<file path="src/iiee_pkg.sv">
`default_nettype none
// ----------------------------------------------------------------------------
// iiee_pkg
// Shared types, character codes and helpers for the infix expression
// evaluator.
// ----------------------------------------------------------------------------
package iiee_pkg;

    localparam int VALUE_WIDTH = 32;
    localparam int OUT_WIDTH   = 32;
    localparam int CNT_WIDTH   = $clog2(VALUE_WIDTH);

    localparam logic [7:0] CH_ZERO = 8'h30;
    localparam logic [7:0] CH_NINE = 8'h39;
    localparam logic [7:0] CH_MUL  = 8'h2A;
    localparam logic [7:0] CH_DIV  = 8'h2F;
    localparam logic [7:0] CH_ADD  = 8'h2B;
    localparam logic [7:0] CH_SUB  = 8'h2D;
    localparam int         RADIX   = 10;

    typedef logic [VALUE_WIDTH-1:0] t_value;

    typedef enum logic [1:0] {
        OP_NONE = 2'd0,
        OP_MUL  = 2'd1,
        OP_DIV  = 2'd2,
        OP_RSVD = 2'd3
    } t_mul_op;

    typedef enum logic [2:0] {
        K_MUL = 3'd0,
        K_DIV = 3'd1,
        K_ADD = 3'd2,
        K_SUB = 3'd3,
        K_END = 3'd4
    } t_kind;

    typedef enum logic [6:0] {
        S_IDLE = 7'b0000001,
        S_MUL  = 7'b0000010,
        S_DIV  = 7'b0000100,
        S_DFIX = 7'b0001000,
        S_NEXT = 7'b0010000,
        S_EMIT = 7'b0100000,
        S_RSV  = 7'b1000000
    } t_state;

    function automatic t_kind char_kind(input logic [7:0] c);
        t_kind k;
        k = K_END;
        unique case (c)
            CH_MUL:  k = K_MUL;
            CH_DIV:  k = K_DIV;
            CH_ADD:  k = K_ADD;
            CH_SUB:  k = K_SUB;
            default: k = K_END;
        endcase
        return k;
    endfunction

    function automatic logic [OUT_WIDTH-1:0] to_out(input t_value v);
        logic signed [63:0] wide;
        wide = 64'(signed'(v));
        return wide[OUT_WIDTH-1:0];
    endfunction

endpackage
`default_nettype wire

</file>
<file path="src/infix_integer_expression_evaluator.sv">
`default_nettype none
// ----------------------------------------------------------------------------
// infix_integer_expression_evaluator
// Evaluates a parenthesis-free infix integer expression, one ASCII character
// per transfer.
// ----------------------------------------------------------------------------
// Usage:
//   Input stream (i_s_*): one character per transfer in tdata[7:0]. Digits
//   build a number, '*' '/' bind tighter than '+' '-', evaluation is left to
//   right. Any other character ends the expression and yields one result.
//   Output stream (o_m_*): tdata carries the 32-bit wrapped value, tuser the
//   divide-by-zero flag. Only terminators produce a transfer.
//   Sequencing: a digit is taken in S_IDLE. An operator or terminator then
//   passes through S_NEXT, after S_MUL when a '*' is pending, or after
//   S_DIV and S_DFIX when a '/' with a non-zero divisor is pending. A
//   terminator then passes S_EMIT to load the output register. Multiply
//   and divide use the bit-serial shift/add-subtract unit shared with
//   the sum update; tready is low while it works.
//   Reset: synchronous, active low; clears r_sum, r_term, r_num and o_m_tvalid.
//   Stall: the result waits in the output register; a following expression
//   is still taken and evaluated, and its terminator holds until the
//   register is free.
// ----------------------------------------------------------------------------
module infix_integer_expression_evaluator
    import iiee_pkg::*;
(
    input  wire logic                 i_clk,
    input  wire logic                 i_rst_n,
    input  wire logic                 i_s_tvalid,
    output      logic                 o_s_tready,
    input  wire logic [7:0]           i_s_tdata,   // [7:0] char_code
    output      logic                 o_m_tvalid,
    input  wire logic                 i_m_tready,
    output      logic [OUT_WIDTH-1:0] o_m_tdata,   // [31:0] value
    output      logic                 o_m_tuser    // [0] div_zero
);

    t_state               r_state, n_state;
    t_value               r_sum, n_sum;
    t_value               r_term, n_term;
    t_value               r_num, n_num;
    t_mul_op              r_op, n_op;
    logic                 r_minus, n_minus;
    logic                 r_dz, n_dz;
    t_kind                r_kind, n_kind;
    t_value               r_a, n_a;
    t_value               r_b, n_b;
    t_value               r_rem, n_rem;
    logic                 r_neg, n_neg;
    logic [CNT_WIDTH-1:0] r_cnt, n_cnt;
    logic                 r_out_valid, n_out_valid;
    logic [OUT_WIDTH-1:0] r_out_value, n_out_value;
    logic                 r_out_dz, n_out_dz;

    t_value                alu_x, alu_y;
    logic                  alu_sub;
    logic [VALUE_WIDTH:0]  alu_res;
    t_value                rem_sh;
    logic                  accept, is_digit, cnt_last;

    assign o_s_tready = (r_state == S_IDLE);
    assign o_m_tvalid = r_out_valid;
    assign o_m_tdata  = r_out_value;
    assign o_m_tuser  = r_out_dz;

    assign accept   = i_s_tvalid && o_s_tready;
    assign is_digit = (i_s_tdata >= CH_ZERO) && (i_s_tdata <= CH_NINE);
    assign cnt_last = (r_cnt == CNT_WIDTH'(VALUE_WIDTH - 1));
    assign rem_sh   = {r_rem[VALUE_WIDTH-2:0], r_a[VALUE_WIDTH-1]};

    // shared add/subtract unit, carry out of the top bit means no borrow
    always_comb begin
        alu_x   = r_sum;
        alu_y   = r_term;
        alu_sub = r_minus;
        unique case (r_state)
            S_MUL: begin
                alu_x   = r_rem;
                alu_y   = r_a;
                alu_sub = 1'b0;
            end
            S_DIV: begin
                alu_x   = rem_sh;
                alu_y   = r_b;
                alu_sub = 1'b1;
            end
            S_DFIX: begin
                alu_x   = '0;
                alu_y   = r_a;
                alu_sub = 1'b1;
            end
            default: begin
                alu_x   = r_sum;
                alu_y   = r_term;
                alu_sub = r_minus;
            end
        endcase
        alu_res = {1'b0, alu_x} + {1'b0, (alu_sub ? ~alu_y : alu_y)}
                  + (VALUE_WIDTH+1)'(alu_sub);
    end

    always_comb begin
        n_state     = r_state;
        n_sum       = r_sum;
        n_term      = r_term;
        n_num       = r_num;
        n_op        = r_op;
        n_minus     = r_minus;
        n_dz        = r_dz;
        n_kind      = r_kind;
        n_a         = r_a;
        n_b         = r_b;
        n_rem       = r_rem;
        n_neg       = r_neg;
        n_cnt       = r_cnt;
        n_out_valid = r_out_valid && !i_m_tready;
        n_out_value = r_out_value;
        n_out_dz    = r_out_dz;

        unique case (r_state)
            S_IDLE: begin
                if (accept) begin
                    if (is_digit) begin
                        n_num = t_value'(r_num * t_value'(RADIX))
                                + t_value'(i_s_tdata - CH_ZERO);
                    end else begin
                        n_kind = char_kind(i_s_tdata);
                        n_num  = '0;
                        n_cnt  = '0;
                        n_state = S_NEXT;
                        case (r_op)
                            OP_MUL: begin
                                n_a     = r_term;
                                n_b     = r_num;
                                n_rem   = '0;
                                n_state = S_MUL;
                            end
                            OP_DIV: begin
                                if (r_num == '0) begin
                                    n_term = '0;
                                    n_dz   = 1'b1;
                                end else begin
                                    n_a     = r_term[VALUE_WIDTH-1] ? -r_term : r_term;
                                    n_b     = r_num[VALUE_WIDTH-1] ? -r_num : r_num;
                                    n_neg   = r_term[VALUE_WIDTH-1] ^ r_num[VALUE_WIDTH-1];
                                    n_rem   = '0;
                                    n_state = S_DIV;
                                end
                            end
                            default: n_term = r_num;
                        endcase
                    end
                end
            end
            S_MUL: begin
                if (r_b[0]) begin
                    n_rem = alu_res[VALUE_WIDTH-1:0];
                end
                n_a   = {r_a[VALUE_WIDTH-2:0], 1'b0};
                n_b   = {1'b0, r_b[VALUE_WIDTH-1:1]};
                n_cnt = r_cnt + 1'b1;
                if (cnt_last) begin
                    n_term  = r_b[0] ? alu_res[VALUE_WIDTH-1:0] : r_rem;
                    n_state = S_NEXT;
                end
            end
            S_DIV: begin
                n_rem = alu_res[VALUE_WIDTH] ? alu_res[VALUE_WIDTH-1:0] : rem_sh;
                n_a   = {r_a[VALUE_WIDTH-2:0], alu_res[VALUE_WIDTH]};
                n_cnt = r_cnt + 1'b1;
                if (cnt_last) begin
                    n_state = S_DFIX;
                end
            end
            S_DFIX: begin
                n_term  = r_neg ? alu_res[VALUE_WIDTH-1:0] : r_a;
                n_state = S_NEXT;
            end
            S_NEXT: begin
                unique case (r_kind)
                    K_MUL: begin
                        n_op    = OP_MUL;
                        n_state = S_IDLE;
                    end
                    K_DIV: begin
                        n_op    = OP_DIV;
                        n_state = S_IDLE;
                    end
                    default: begin
                        n_sum  = alu_res[VALUE_WIDTH-1:0];
                        n_term = '0;
                        n_op   = OP_NONE;
                        if (r_kind == K_ADD || r_kind == K_SUB) begin
                            n_minus = (r_kind == K_SUB);
                            n_state = S_IDLE;
                        end else begin
                            n_state = S_EMIT;
                        end
                    end
                endcase
            end
            S_EMIT: begin
                if (!r_out_valid || i_m_tready) begin
                    n_out_valid = 1'b1;
                    n_out_value = to_out(r_sum);
                    n_out_dz    = r_dz;
                    n_sum       = '0;
                    n_term      = '0;
                    n_num       = '0;
                    n_op        = OP_NONE;
                    n_minus     = 1'b0;
                    n_dz        = 1'b0;
                    n_state     = S_IDLE;
                end
            end
            default: n_state = S_IDLE;
        endcase
    end

    always_ff @(posedge i_clk) begin
        if (!i_rst_n) begin
            r_state     <= S_IDLE;
            r_sum       <= '0;
            r_term      <= '0;
            r_num       <= '0;
            r_op        <= OP_NONE;
            r_minus     <= 1'b0;
            r_dz        <= 1'b0;
            r_kind      <= K_END;
            r_cnt       <= '0;
            r_out_valid <= 1'b0;
        end else begin
            r_state     <= n_state;
            r_sum       <= n_sum;
            r_term      <= n_term;
            r_num       <= n_num;
            r_op        <= n_op;
            r_minus     <= n_minus;
            r_dz        <= n_dz;
            r_kind      <= n_kind;
            r_cnt       <= n_cnt;
            r_out_valid <= n_out_valid;
        end
    end

    always_ff @(posedge i_clk) begin
        r_a         <= n_a;
        r_b         <= n_b;
        r_rem       <= n_rem;
        r_neg       <= n_neg;
        r_out_value <= n_out_value;
        r_out_dz    <= n_out_dz;
    end

endmodule
`default_nettype wire
</file>
<file path="config.mk">
export PLATFORM = sky130hd
export DESIGN_NAME = infix_integer_expression_evaluator
export DESIGN_NICKNAME = d
export VERILOG_FILES = /design/src/iiee_pkg.sv /design/src/infix_integer_expression_evaluator.sv
export SDC_FILE = /design/constraint.sdc
export NUM_CORES = 1
export LEC_CHECK = 0
export BUFFER_PORTS_ARGS = -buffer_cell sky130_fd_sc_hd__buf_2
export CORE_ASPECT_RATIO = 0.9
export CORE_MARGIN = 1.5
export CORE_UTILIZATION = 58
export DETAILED_ROUTE_END_ITERATION = 6
export HOLD_SLACK_MARGIN = 0.15
export PLACE_DENSITY = 0.84
export RECOVER_POWER = 25
export REMOVE_ABC_BUFFERS = 1
export SYNTH_ARGS = -nofsm -noshare
export SYNTH_HDL_FRONTEND = slang
export SYNTH_SLANG_ARGS = --single-unit
</file>
<file path="constraint.sdc">
create_clock -name i_clk -period 5.5 [get_ports i_clk]
set_clock_uncertainty 0.1 [all_clocks]
set_input_delay 1.1 -clock i_clk [delete_from_list [all_inputs] [get_ports i_clk]]
set_output_delay 1.1 -clock i_clk [all_outputs]
set_load 0.01 [all_outputs]
</file>
==> results of run 1 <==
==> path summary, 6_finish.rpt <==
path                                 start        end  cells after the start
worst min-delay path                  r_dz  o_m_tuser                      0
worst min register to register        r_dz  o_m_tuser                      0
worst max-delay path            r_state[5]   r_rem[7]                     18
worst max register to register  r_state[5]   r_rem[7]                     18
==> worst max-delay path, cell delays in order (launching register included) <==
cell                       delay (ns)
sky130_fd_sc_hd__dfxtp_1         0.37
sky130_fd_sc_hd__nor4_4          0.31
sky130_fd_sc_hd__and2_2          0.34
sky130_fd_sc_hd__buf_16          0.33
sky130_fd_sc_hd__a211oi_4        0.07
sky130_fd_sc_hd__buf_4           0.22
sky130_fd_sc_hd__xor2_1          0.29
sky130_fd_sc_hd__fa_1            0.35
sky130_fd_sc_hd__a211oi_1        0.12
sky130_fd_sc_hd__o21bai_1        0.24
sky130_fd_sc_hd__a31oi_1         0.16
sky130_fd_sc_hd__o21a_1          0.26
sky130_fd_sc_hd__nor4_2          0.35
sky130_fd_sc_hd__or2_2           0.19
sky130_fd_sc_hd__o21ai_1         0.10
sky130_fd_sc_hd__a311oi_4        0.28
sky130_fd_sc_hd__buf_12          0.29
sky130_fd_sc_hd__mux2_2          0.37
sky130_fd_sc_hd__o221ai_1        0.15
==> sequential cells by signal (all words and copies together) (netlist names), 2 cells and up <==
name and flops:
r_sum 32, r_cnt 5, r_op 2, r_a 32, o_m_tdata 32, r_term 32, r_num 32, r_kind 3
r_state 6, r_rem 32, r_b 32
==> metal layers <==
metal  vias to the layer above  part of all wire (%)  global-route usage (%)
li1                       7690                     -                       -
met1                      7718                    43                   47.51
met2                       997                    42                   49.10
met3                       133                    12                   6.365
met4                         2                   4.0                   12.21
met5                         -                 0.022                       0
==> cells in the final DEF, fill, tap and decap left out, types with 49 or more instances in the layout <==
master                       n
sky130_fd_sc_hd__xor2_1     89
sky130_fd_sc_hd__a22oi_1    70
sky130_fd_sc_hd__inv_1      49
sky130_fd_sc_hd__edfxtp_1  130
sky130_fd_sc_hd__xnor2_1    85
sky130_fd_sc_hd__ha_1      124
sky130_fd_sc_hd__a21oi_1   150
sky130_fd_sc_hd__nor2_1    154
sky130_fd_sc_hd__o21ai_0   183
sky130_fd_sc_hd__a21o_1     49
sky130_fd_sc_hd__dfxtp_1   107
sky130_fd_sc_hd__nand2_1   245
==> repair_timing <==
action	in CTS	in global routing
hold buffers	0	0
setup buffers	0	1
setup endpoints to repair	0	42
resized for setup	0	20
==> metrics by stage <==
step	total power (uW)	hold slack [ns]	std cells	utilization, %
finish	5318	0.3618	2494	64.86
global route	5488	0.3718	2494	64.86
CTS	5277	0.3581	2492	64.83
detailed placement	3333	0.3457	2440	61.59
global placement	3300	0.3424	2440	61.59
floorplan	2954	0.3090	1945	-
==> Yosys cell counts (all sizes together), types with 10 or more instances <==
master,n,area (um^2)
nor2b,10,62.56
buf,21,93.84
mux2i,45,450.4
nor3,25,125.1
ha,124,1551
nand3,40,200.2
a222oi,15,150.1
nor4,17,121.4
dfxtp,115,2302
and3,18,112.6
o31ai,13,97.59
a31oi,35,219.0
and2,11,68.82
nor2,158,593.1
nand2,246,923.4
inv,48,180.2
o21a,20,150.1
edfxtp,130,3904
o211ai,11,87.58
a22o,32,280.3
a21oi,153,765.7
nand2b,12,75.07
a22oi,70,525.5
xor2,89,779.5
o22ai,24,150.1
o21bai,13,97.59
clkbuf,92,346.6
xnor2,85,744.5
a221oi,12,105.1
a211oi,13,107.6
o21ai,192,960.9
nand4,12,75.07
a21o,49,367.9
==> logic make-up (layout without fill, tap and decap cells) <==
group / after synthesis / after routing
mux: 53 / 53
flops: 245 / 245
simple gates: 593 / 594
compound gates: 704 / 704
fa+ha+maj: 127 / 127
buf+inv: 162 / 194
xor+xnor: 174 / 174
==> power by group through the flow <==
stage	logic, uW	clock network, uW	registers (uW)
floorplan	685	0	2270
global placement	987	0	2310
detailed placement	1020	0	2320
CTS	1020	1970	2280
global route	1140	2040	2310
finish	1060	1960	2300
==> layout make-up <==
type	count	area (um^2)
Clock buffer	43	848.3
Clock inverter	9	125.1
Tap cell	403	504.2
Inverter	49	183.9
Fill cell	2523	10550
Sequential cell	245	6216
Multi-Input combinational cell	1652	11040
Timing Repair Buffer	93	563.0
==> flow_summary.json, run 1 <==
{
  "p_leak_uw": 0.007759,
  "synth.avg_cell_area_um2": 8.631,
  "timing.max_cap.violations": 3,
  "internal_power_consumption_uw": 3656,
  "drt_pass1_iterations": 7,
  "clockPowerShare_pct": 36.9,
  "timing.hold.worst.class": "flop to flop",
  "num_io_pins": 47,
  "switching_share_pct": 31.25,
  "drcViolationCount": 0,
  "ys_ff_latch": 245,
  "grt_pass1_vias": 15243,
  "die_height_um": 169.0,
  "final_design_area_no_fill_mm2": 0.01948,
  "worst_ir_drop_vdd_uv": 222.1,
  "run_status": "finished with violations",
  "final_layout_size_suffix_gt1_share_pct": 7.221,
  "crit_path_arrival_time_ns": 5.38,
  "report.final.setup_viol": 0,
  "layout_worst_path_cycle_share_pct": 92.42,
  "fin_setup_tns_ns": 0,
  "total_clock_buffers_created_by_cts": 28,
  "place.detailed.hpwl_um": 38120,
  "finalMaxSlewViolations": 118,
  "clk-insertion-delay-late_ns": 0.56,
  "clk_pin_slew_worst_paths_ns": 0.06,
  "post_synth_mux_area_share_pct": 3.043,
  "crit_path_start_kind": "flop",
  "cts.sink_count": 245,
  "total_number_of_nets_in_the_final_design": 2208,
  "grt_antenna_before_repair": 1,
  "maxSlewHeadroom_pct": -36.39,
  "synth-adder-area-share_pct": 9.072,
  "cts-root-to-sink-buffers": 3,
  "post-route-worst-setup-slack_ns": 0.4169,
  "failing_checks": "max-capacitance violations, max-slew violations",
  "share_of_synthesized_area_occupied_by_flip_flops_and_latches_pct": 34.94,
  "detailroute.via_count": 16540,
  "area_growth_syn_to_layout_pct": 9.650,
  "synth_area_in_compound_gates_pct": 25.65,
  "ant_nets": 0,
  "postSynth.asyncResetShare_pct": 0,
  "hold_violations": 0,
  "synth_cell_type_count": 77,
  "core_region_area_mm2": 0.03003,
  "critPathRequiredTime_ns": 5.79,
  "initial_utilization_pct": 59.15,
  "dominantRegCellSynth": "sky130_fd_sc_hd__edfxtp_1",
  "crit_fanout": 71,
  "via_to_cell_ratio": 6.632,
  "setup_repair_after_global_routing_missed_its_margin": "no",
  "die-area_mm2": 0.03169,
  "buffer_ports.inserted": 46,
  "synth_top_family_by_area": "compound AO/OA/AOI/OAI gates",
  "worstMarginPinSlew_ns": 2.046,
  "simple_gate_share_of_the_synthesized_area_pct": 15.21,
  "placement_rows": 60,
  "max_clock_freq_ghz": 0.1967,
  "power_per_cell_area_mw_per_mm2": 273.0,
  "power_frac_comb_pct": 19.9,
  "placement.cell_area_mm2": 0.01849,
  "global_route_wire_length_before_repair_um": 83830,
  "netSwitchingPower_uw": 1662,
  "route.detailed.wl_per_inst_um": 21.43,
  "finalCriticalPeriod_ns": 5.083,
  "yosys_warns": 0,
  "synth_enable_flop_cells": 130,
  "pre_cts_slack_ns": 0.1072,
  "setup.worst_path.end_class": "flop",
  "globalRouteOverflowTotal": 0,
  "critical_path_class": "flop to flop",
  "reg2reg_setup_slack_ns": 0.42,
  "power.sequential.fraction_pct": 43.2,
  "antennaDiodeCount": 0,
  "h_tree_depth": 1,
  "clock-root-buffer": "sky130_fd_sc_hd__clkbuf_16",
  "die_width_um": 187.5,
  "synth_xor_area_share_pct": 8.579,
  "postRouteWirelength_um": 53450,
  "grt_max_degree": 72,
  "track_usage_pct": 32.99,
  "syn-instance-count": 2058,
  "detailedRoute.firstIterationViolations": 1954,
  "cts_tree": "built",
  "synth.cell_area_mm2": 0.01776,
  "final_estimated_routing_congestion_in_global_placement": 0.9476
}
No activity file was read; power rests on OpenSTA's default activity.
==> inputs of run 2 (changes only) <==
CORE_ASPECT_RATIO = 0.6   (was 0.9)
==> flow_summary.json, run 2 (synthesis gave the netlist of run 1 again) <==
{
  "cts-root-to-sink-buffers": 3,
  "crit_path_arrival_time_ns": 5.42,
  "detailroute.via_count": 16839,
  "ctsResizeCount": 0,
  "track_usage_pct": 33.76,
  "finalCriticalPeriod_ns": 5.269,
  "final_design_area_no_fill_mm2": 0.01929,
  "buffer_ports.inserted": 46,
  "core_region_area_mm2": 0.03004,
  "ant_nets": 0,
  "initial_utilization_pct": 59.13,
  "global_route_wire_length_before_repair_um": 86800,
  "die_height_um": 138.6,
  "final_layout_size_suffix_gt1_share_pct": 7.002,
  "max_clock_freq_ghz": 0.1898,
  "power_per_cell_area_mw_per_mm2": 258.9,
  "run_status": "finished with violations",
  "cell_with_the_most_instances_on_the_worst_path": "sky130_fd_sc_hd__buf_4",
  "grt_max_degree": 67,
  "fillers": 2530,
  "antennaDiodeCount": 0,
  "placement_rows": 49,
  "fin_setup_tns_ns": 0,
  "setup_repair_after_global_routing_missed_its_margin": "no",
  "maxSlewHeadroom_pct": -45.71,
  "p_leak_uw": 0.007673,
  "crit_fanout": 20,
  "critical_path_class": "flop to flop",
  "layout_worst_path_cycle_share_pct": 95.80,
  "drt_pass1_iterations": 7,
  "worstHoldStart": "r_dz",
  "clock-root-buffer": "sky130_fd_sc_hd__clkbuf_16",
  "worst_r2r_startpoint": "r_state[5]",
  "timing.max_cap.violations": 3,
  "detailedRoute.firstIterationViolations": 2430,
  "hold_violations": 0,
  "final_estimated_routing_congestion_in_global_placement": 0.9852,
  "clk-insertion-delay-late_ns": 0.55,
  "clk_pin_slew_worst_paths_ns": 0.07,
  "report.final.setup_viol": 0,
  "total_number_of_nets_in_the_final_design": 2207,
  "die-area_mm2": 0.03172,
  "reg2reg_setup_slack_ns": 0.23,
  "crit_path_start_kind": "flop",
  "failing_checks": "design-rule violations, max-capacitance violations, max-slew violations",
  "worstMarginPinSlew_ns": 2.186,
  "route.detailed.wl_per_inst_um": 22.05,
  "timing.critical_path.cells": "nor4_4 -> buf_4 -> nand3b_1 -> a211oi_4 -> buf_4 -> buf_6 -> xor2_1 -> ha_1 -> and3_1 -> nand2_1 -> nor4_1 -> o211ai_2 -> and2_1 -> o211ai_1 -> a21o_1 -> o221ai_1",
  "worst_ir_drop_vdd_uv": 259.1,
  "crit_path_top_delay_cell": "sky130_fd_sc_hd__nor4_1",
  "globalRouteOverflowTotal": 0,
  "place.detailed.hpwl_um": 39910,
  "placement.cell_area_mm2": 0.01855,
  "timing.hold.ws_ns": 0.3502,
  "via_to_cell_ratio": 6.755,
  "setup.worst_path.end_class": "flop",
  "cts_tree": "built",
  "total_clock_buffers_created_by_cts": 23,
  "layout.cells.most_common_list": "sky130_fd_sc_hd__nand2_1 (246), sky130_fd_sc_hd__o21ai_0 (183), sky130_fd_sc_hd__nor2_1 (154), sky130_fd_sc_hd__a21oi_1 (150), sky130_fd_sc_hd__edfxtp_1 (130)",
  "timing.hold.worst.class": "flop to flop",
  "die_width_um": 228.9,
  "timing.hold.worst_endpoint": "o_m_tuser",
  "finalMaxSlewViolations": 109,
  "h_tree_depth": 1,
  "worst_hold_path.num_cells": 0,
  "cts.sink_count": 245,
  "area_growth_syn_to_layout_pct": 8.579,
  "critPathMaxStageDelay_ns": 0.62,
  "postRouteWirelength_um": 54980,
  "grt_antenna_before_repair": 1,
  "drcViolationCount": 6,
  "grt_pass1_vias": 15669,
  "num_io_pins": 47,
  "r2r_cells": 16,
  "post_cts_buffers": 0,
  "cts_hold_buf": 0,
  "mostFrequentLayoutCell": "sky130_fd_sc_hd__nand2_1",
  "crit-reg2reg-capture": "r_rem[27]",
  "critPathRequiredTime_ns": 5.66,
  "finish.utilization_pct": 64.20
}
-- run 2: worst max-delay path by stage --
stage | from | to | cells past startpoint
final | r_state[5] | r_rem[27] | 16
after global routing | r_state[5] | r_sum[31] | 18
after CTS | r_num[3] | r_num[31] | 20
after detailed placement | r_num[3] | r_num[31] | 20
after global placement | r_num[2] | r_num[31] | 21
after floorplan | r_state[2] | r_rem[7] | 16
-- run 2: power breakdown --
| part | internal, uW | total [uW] | switching, uW |
|---|---|---|---|
| Clock | 889 | 1640 | 754 |
| Combinational | 348 | 1060 | 715 |
| Sequential | 2110 | 2290 | 180 |
| Total | 3340 | 4990 | 1650 |
-- run 2: final cells by class --
cell class                      instances  area, um^2  share of cell area, %
Timing Repair Buffer                   98       595.6                  3.088
Inverter                               49       183.9                 0.9536
Multi-Input combinational cell       1651       11030                  57.20
Clock buffer                           34       700.7                  3.633
Tap cell                              408       510.5                  2.647
Sequential cell                       245        6216                  32.23
Clock inverter                          8       47.55                 0.2465
-- run 2: layer usage --
layer / vias up / track usage [%] / part of all wire [%]
li1: 7690 / - / -
met1: 7889 / 50.18 / 43
met2: 1094 / 48.61 / 41
met3: 166 / 7.648 / 12
met4: 0 / 10.21 / 3.7
met5: - / 0 / 0
-- run 2: worst max-delay path, delay by kind of cell, from the launching register on --
family / cells / cell delay [ns]
and+or+nand+nor: 6 / 1.75
xor gates and xnor gates: 1 / 0.12
buffers and inverters: 3 / 0.80
adders and majority gates: 1 / 0.42
AOI/OAI and AO/OA: 5 / 1.40
DFF: 1 / 0.38
-- run 2: stage by stage --
step	total power, uW	setup slack (ns)	instances
2_1_floorplan	2954	-4.730	1945
3_3_place_gp	3295	0.3112	2451
3_5_place_dp	3331	0.1975	2451
4_1_cts	4947	0.1325	2493
5_1_grt	5162	0.006308	2493
6_report	4993	0.2309	2493
